$ cat src/hdl/sss_pkg.sv
// Package for the state-space step block: operation codes, coefficient
// selectors, register indexes and fixed-point helpers.
// No dependencies.
`default_nettype none
package sss_pkg;
  localparam int WordW = 32;
  localparam int AccW = 72;

  typedef logic signed [WordW-1:0] word_t;
  typedef logic signed [AccW-1:0] acc_t;

  localparam logic [1:0] OP_COEF = 2'd0;
  localparam logic [1:0] OP_STATE = 2'd1;
  localparam logic [1:0] OP_DIST = 2'd2;
  localparam logic [1:0] OP_STEP = 2'd3;

  localparam logic [2:0] SEL_A = 3'd0;
  localparam logic [2:0] SEL_N = 3'd1;
  localparam logic [2:0] SEL_G = 3'd2;
  localparam logic [2:0] SEL_B = 3'd3;
  localparam logic [2:0] SEL_F = 3'd4;

  localparam logic [2:0] REG_A = 3'd0;
  localparam logic [2:0] REG_F = 3'd1;
  localparam logic [2:0] REG_B = 3'd2;
  localparam logic [2:0] REG_N = 3'd3;
  localparam logic [2:0] REG_G = 3'd4;

  // Control word that the sequencer drives into each cell.
  typedef struct packed {
    logic clear;   // load acc with the base operand
    logic mac;     // add the rounded product
    logic add;     // add the addend word
    logic commit;  // store saturated acc into x
  } cell_ctl_t;

  // Saturate a wide sum to the signed 32-bit range.
  function automatic word_t sat_word(input acc_t v);
    acc_t hi;
    acc_t lo;
    begin
      hi = acc_t'(32'sh7fffffff);
      lo = -acc_t'(64'sh80000000);
      if (v > hi) sat_word = 32'sh7fffffff;
      else if (v < lo) sat_word = 32'sh80000000;
      else sat_word = v[WordW-1:0];
    end
  endfunction
endpackage
`default_nettype wire

$ cat src/hdl/sss_cell.sv
// One cell of the row: holds one state element and its accumulator.
// The multiplier operand arrives from the left neighbor and leaves to the right.
// Depends on sss_pkg.
`default_nettype none
module sss_cell #(
  parameter int FRAC_BITS = 16
) (
  input  wire                  clk,
  input  wire                  rst,
  input  sss_pkg::cell_ctl_t   ctl,
  input  sss_pkg::word_t       coef,     // this row's coefficient
  input  sss_pkg::word_t       addend,   // F or base word
  input  sss_pkg::word_t       opnd_in,  // operand from left neighbor
  output sss_pkg::word_t       opnd_out, // operand to right neighbor
  output sss_pkg::word_t       x,
  input  wire                  x_wr,     // direct write of the state element
  input  sss_pkg::word_t       x_wdata
);
  import sss_pkg::*;

  logic signed [63:0] prod;
  logic signed [64:0] rnd;
  acc_t term;
  acc_t acc;
  word_t opnd;
  word_t x_reg;

  // Rounded product, half LSB added then floor.
  assign prod = 64'(coef) * 64'(opnd_in);
  always_comb begin
    if (FRAC_BITS > 0) rnd = 65'(prod) + (65'sd1 <<< (FRAC_BITS - 1));
    else rnd = 65'(prod);
    term = acc_t'(rnd >>> FRAC_BITS);
  end

  // Accumulator and stored state element.
  always_ff @(posedge clk) begin
    opnd <= opnd_in;
    if (ctl.clear) acc <= acc_t'(addend);
    else if (ctl.mac) acc <= acc + term;
    else if (ctl.add) acc <= acc + acc_t'(addend);
    if (rst) x_reg <= '0;
    else if (ctl.commit) x_reg <= sat_word(acc);
    else if (x_wr) x_reg <= x_wdata;
  end

  assign opnd_out = opnd;
  assign x = x_reg;
endmodule
`default_nettype wire

$ cat config.mk
export PLATFORM = sky130hd
export DESIGN_NAME = sss_cell
export DESIGN_NICKNAME = d
export VERILOG_FILES = /design/src/hdl/sss_pkg.sv /design/src/hdl/sss_cell.sv
export SDC_FILE = /design/constraint.sdc
export NUM_CORES = 2
export LEC_CHECK = 0
export BUFFER_PORTS_ARGS = -buffer_cell sky130_fd_sc_hd__buf_4
export CELL_PAD_IN_SITES_DETAIL_PLACEMENT = 1
export CELL_PAD_IN_SITES_GLOBAL_PLACEMENT = 1
export CORE_UTILIZATION = 51
export DETAILED_ROUTE_END_ITERATION = 8
export PLACE_DENSITY_LB_ADDON = 0.1
export RECOVER_POWER = 100
export SETUP_SLACK_MARGIN = 0.02
export SLEW_MARGIN = 20
export SYNTH_ARGS = -nofsm -noshare
export SYNTH_HDL_FRONTEND = slang
export SYNTH_SLANG_ARGS = --single-unit
$ cat constraint.sdc
create_clock -name clk -period 17 [get_ports clk]
set_input_delay 4.25 -clock clk [delete_from_list [all_inputs] [get_ports clk]]
set_output_delay 4.25 -clock clk [all_outputs]
set_load 0.02 [all_outputs]
# Word-level counts from Yosys, hierarchy flattened
# Cells that the tools add are included.
classes:
  addsub: 3
  n_mul: 1
  order_cmp: 2
  muxes: 7
  n_reduce_logical: 2
op_table:
  columns: ["operator", "n"]
  rows:
  - ["$mux 72", 3]
  - ["$mux 32", 4]
  - ["$add 72x32->72", 1]
  - ["$add 72x49->72", 1]
  - ["$gt 72x32->1 const B", 1]
  - ["$lt 72x32->1 const B", 1]
  - ["$add 64x17->65 const B", 1]
  - ["$mul 32x32->64", 1]
  - ["$reduce_bool 3->1", 1]
  - ["$reduce_bool 2->1", 1]
word_totals:
  regBits: 136
  input_bits: 135
  out_inout_bits: 64
  wordCells: 18

# Logic depth before layout (Yosys ltp)
logic_depth:
  depth_word: 5
  mapped_depth: 41

# Worst setup path after synthesis
# No wires, ideal clock.
synth_path:
  path_type: "input port to flip-flop"
  from: "input port coef[31]"
  to: "register acc[71], data pin"
  setup_ps: 260
  arrival_time_ps: 14117
  t_required_ps: 16740
  path_slack_ps: 2623
  path_stages: 35
  cell_sequence: "clkbuf_1 -> nand2_1 -> inv_1 -> fa_1 -> fa_1 -> fa_1 -> fa_1 -> inv_1 -> fa_1 -> inv_1 -> fa_1 -> inv_1 -> fa_1 -> inv_1 -> fa_1 -> ha_1 -> and2_1 -> and3_1 -> nand3_1 -> o221ai_1 -> a21oi_1 -> a21o_1 -> a31oi_1 -> ha_1 -> clkbuf_1 -> a21o_1 -> a21o_1 -> a221oi_1 -> o21ai_0 -> inv_1 -> o2111ai_1 -> a31oi_1 -> o21ai_1 -> xnor2_1 -> mux2_2"
synth_between:
  elab_chain_len: 5
synth_lines:
  columns: ["item", "line_no", "text"]
  rows:
  - ["start: declaration", "sss_cell.sv:11", "input sss_pkg::word_t coef,"]
  - ["$mul 32x32->64", "sss_cell.sv:29", "assign prod = 64'(coef) * 64'(opnd_in);"]
  - ["$add 64x17->65", "sss_cell.sv:31", "if (FRAC_BITS > 0) rnd = 65'(prod) + (65'sd1 <<< (FRAC_BITS - 1));"]
  - ["$add 72x49->72", "sss_cell.sv:40", "else if (ctl.mac) acc <= acc + term;"]
  - ["$mux 72", "sss_cell.sv:40", null]
  - ["$mux 72", "sss_cell.sv:39", "if (ctl.clear) acc <= acc_t'(addend);"]
  - ["end signal: assignment", "sss_cell.sv:39", null]
  - ["end signal: assignment", "sss_cell.sv:40", null]
  - ["end signal: assignment", "sss_cell.sv:41", "else if (ctl.add) acc <= acc + acc_t'(addend);"]
  - ["end: declaration", "sss_cell.sv:24", "acc_t acc;"]
# Every way passes these cells.
# A chain may end at the register's enable or synchronous reset.

# Worst setup path after layout
layout_path:
  from: "input port opnd_in[8]"
  to: "register acc[51], data pin"
layout_between:
  elab_chain_len: 5
layout_lines:
  columns: ["item", "line_no", "text"]
  rows:
  - ["start: declaration", "sss_cell.sv:13", "input sss_pkg::word_t opnd_in,"]
  - ["$mul 32x32->64", "sss_cell.sv:29", null]
  - ["$add 64x17->65", "sss_cell.sv:31", null]
  - ["$add 72x49->72", "sss_cell.sv:40", null]
  - ["$mux 72", "sss_cell.sv:40", null]
  - ["$mux 72", "sss_cell.sv:39", null]
# Every way passes these cells.

==> summary.txt <==
Global route
  – Total global-route track usage: 31.46%
  – Initial antenna violation count: 2
  – Maximum number of pins on one net before global-route repair: 65
  – Total congestion overflow after global routing: 0
  – First-pass GRT wire length: 219.8 mm
  – Vias in the first global route: 39770

Yosys
  – Flip-flop and latch count after synthesis: 136
  – Cells taking the most area after synthesis: sky130_fd_sc_hd__fa_1, sky130_fd_sc_hd__inv_1, sky130_fd_sc_hd__ha_1
  – Largest family of logic cells by synthesized area: adder cells
  – Number of distinct standard cells referenced by the synthesized netlist: 79
  – Avg Synthesized Cell Area: 9.186 um2
  – Synthesized-area fraction occupied by and/or/nand/nor cells: 15.63%
  – Number of flops mapped to enable cells by yosys: 72
  – Number of standard cells after synthesis: 4967
  – Complex-gate fraction of the synthesized area: 8.644%
  – Share of async-settable or async-resettable flops after synthesis: 0%
  – Cell type with the largest total area after synthesis: sky130_fd_sc_hd__fa_1
  – Leading register cell type out of synthesis: sky130_fd_sc_hd__edfxtp_1
  – Portion of the post-synthesis area used by sequential elements: 7.547%
  – Fraction of the mapped netlist area in adder cells: 54.73%
  – Summed instance area of the synthesized netlist: 45630 um2
  – Fraction of synthesized area in multiplexers: 0.7404%
  – Number of warnings issued by yosys: 0
  – Share of Yosys cell area claimed by the top area cell type: 47.87%
  – Number of nets produced by synthesis: 6443
  – XOR/XNOR share of the synthesized area: 2.323%

Worst setup path
  – Critical path startpoint category: primary input
  – Critical path's largest stage delay: 1.23 ns
  – Critical Path AT: 16.03 ns
  – Worst Path Required: 17.22 ns
  – Buffers and inverters on the worst path: 4
  – CP most frequent cell: sky130_fd_sc_hd__fa_1
  – Crit Path Category: in2reg
  – CP max stage cell: sky130_fd_sc_hd__clkbuf_1
  – Category of the worst setup path capture point: flop
  – Maximum fanout count along the critical path: 33
  – CP delay by family, top: adder cells

Die
  – Num rows: 109
  – Die boundary height: 301.1 um
  – Top-level I/O count: 199
  – Starting Density: 51.55%
  – Die outline area: 90660 um2
  – CORE AREA: 88510 um2
  – Overall die width: 301.1 um

Clock network
  – Number of setup buffers added after CTS: 0
  – Number of buffers added to fix hold violations after cts: 0
  – Clock slew at the register clock pins of the worst setup and hold paths: 0.07 ns
  – H-tree level count: 4
  – Clock tree from TritonCTS: built
  – Root buffer cell: sky130_fd_sc_hd__clkbuf_16
  – Clock latency at the later pin of the worst-skew pair: 0.53 ns
  – Number of sinks driven by the clock tree: 136
  – Maximum clock insertion buffer count: 2
  – Count of cells resized by post-cts repair: 0
  – CTS buffer count: 17

Timing
  – Endpoints failing hold: 0
  – Final worst path period need: 15.81 ns
  – Relative slew slack: -125.6%
  – Transition time at the pin with the least slew margin: 3.348 ns
  – Pins Over Slew Limit: 606
  – Final worst-path cycle share: 93.00%
  – Clock Skew: 0.03771 ns
  – Setup repair after global routing missed its margin: no
  – Fmax: 63.25 MHz
  – Total negative slack for setup checks: 0 ns
  – Total setup violations reported at the end of the flow: 0

Detailed routing
  – Routed wire per std cell: 21.95 um
  – Pre-Repair DR Iteration Count: 7
  – Via count: 34220
  – # DRC: 15
  – Metal-1 WL: 52.31 mm
  – Average via count per standard cell: 5.618
  – Remaining antenna violation count after routing: 0
  – Met2 wire length: 72.78 mm
  – Wirelength, routed: 133.7 mm
  – Met3 wire len: 4.170 mm
  – DRC violation total after the first TritonRoute iteration: 1589
  – Uppermost layer routed: met4

Cells and area
  – Max reg flops: 72
  – Number of fill cells in the layout: 10260
  – Fraction of final layout cells with drive strength greater than 1: 4.426%
  – Relative area change from synthesis to final layout: 4.772%
  – Fin nets: 6388

Placement
  – Detail Placement HPWL: 108.4 mm
  – Count of port buffers added during placement: 198
  – Gp weighted congestion: 0.8956

Hold path
  – HP Class: reg2reg

Outcome
  – Result of the run: finished with violations
  – Violated checks: design-rule violations, max-capacitance violations, max-slew violations

Flow run
  – Maxcap violations: 17
## through the flow
step | instances | utilization [%] | worst slack [ns] | instance area [um2] | hold slack (ns)
global route | 6092 | 54.01 | 0.7346 | 47800 | 0.5092
CTS | 6090 | 54.43 | 2.073 | 48180 | 0.4899
detailed placement | 6058 | 53.76 | 1.582 | 47580 | 0.4749
global placement | 6058 | 53.76 | 1.757 | 47580 | 0.4672
finish | 6092 | 54.01 | 1.189 | 47800 | 0.4870
floorplan | 4967 | - | 2.623 | 45630 | 0.5774
## cells in the mapped netlist, types with 13 or more instances
library cell               number
sky130_fd_sc_hd__a21oi_1      236
sky130_fd_sc_hd__a21o_1        75
sky130_fd_sc_hd__o21ai_1       21
sky130_fd_sc_hd__xor2_1        51
sky130_fd_sc_hd__nand4_1       47
sky130_fd_sc_hd__fa_1        1091
sky130_fd_sc_hd__and3_1        15
sky130_fd_sc_hd__clkbuf_1     263
sky130_fd_sc_hd__nor2_1       154
sky130_fd_sc_hd__nand3_1       34
sky130_fd_sc_hd__mux2_2        30
sky130_fd_sc_hd__inv_1        981
sky130_fd_sc_hd__and2_1       467
sky130_fd_sc_hd__o21ai_0      118
sky130_fd_sc_hd__nand2b_1      21
sky130_fd_sc_hd__o21bai_1      24
sky130_fd_sc_hd__a31oi_1       13
sky130_fd_sc_hd__xnor2_1       70
sky130_fd_sc_hd__nor4_1        17
sky130_fd_sc_hd__edfxtp_1      72
sky130_fd_sc_hd__ha_1         250
sky130_fd_sc_hd__dfxtp_1       64
sky130_fd_sc_hd__nand2_1      657
sky130_fd_sc_hd__nor3_1        21
## per-layer routing
layer	track usage, %	vias to the layer above
li1	-	14970
met1	38.13	18340
met2	58.62	695
met3	2.579	213
met4	10.39	0
met5	0	-
## cells in the final DEF, fill, tap and decap left out, drive strengths merged, types with 18 or more instances in the layout
cell type / netlist / layout
fa: 1091 / 1091
inv: 981 / 986
nand2: 657 / 657
and2: 467 / 467
ha: 250 / 250
a21oi: 238 / 238
nor2: 154 / 154
o21ai: 144 / 144
buf: 15 / 125
clkbuf: 263 / 98
a21o: 75 / 75
edfxtp: 72 / 72
xnor2: 70 / 70
dfxtp: 64 / 64
xor2: 51 / 51
nand4: 47 / 47
nand3: 34 / 34
mux2: 30 / 30
o21bai: 24 / 24
nand2b: 21 / 21
nor3: 21 / 21
nor4: 18 / 18
a31oi: 18 / 18
## final cells by class
type                    instances  area [um2]  share of cell area (%)
inverters                     981        3682                   7.703
diodes                          2       5.005                 0.01047
multi-input cells            3572       37380                   78.21
repair buffers                204        1235                   2.583
well taps                    1165        1458                   3.049
flip-flops and latches        136        3443                   7.203
clock inverters                13       161.4                  0.3377
clock buffers                  19       432.9                  0.9056
## logic make-up (layout without fill, tap and decap cells)
group                    after synthesis  in the layout
AO/OA/AOI/OAI                        612            612
other                                  0              2
AND/OR/NAND/NOR                     1468           1468
multiplexers                          30             30
XOR/XNOR                             121            121
adder cells (fa/ha/maj)             1341           1341
flip-flops                           136            136
buffers and inverters               1259           1217
## worst register-to-register path, delay by kind of cell, from the launching register on
| kind | cells | cell delay [ns] |
|---|---|---|
| AOI/OAI and AO/OA | 9 | 3.16 |
| xor gates and xnor gates | 1 | 0.16 |
| adders and majority gates | 1 | 0.34 |
| DFF | 1 | 0.46 |
## worst paths after layout
| path | cells past startpoint | slack, ns | from | to |
|---|---|---|---|---|
| worst max-delay path | 35 | 1.19 | opnd_in[8] | acc[51] |
| worst min-delay path | 2 | 0.49 | x[19] | x[19] |
| worst max register to register | 11 | 12.59 | acc[1] | acc[45] |
| worst min register to register | 2 | 0.49 | x[19] | x[19] |
Power is left out: the tool's default activity adds up to more than one toggle a clock period on the data nets, which glitch-free logic cannot reach.
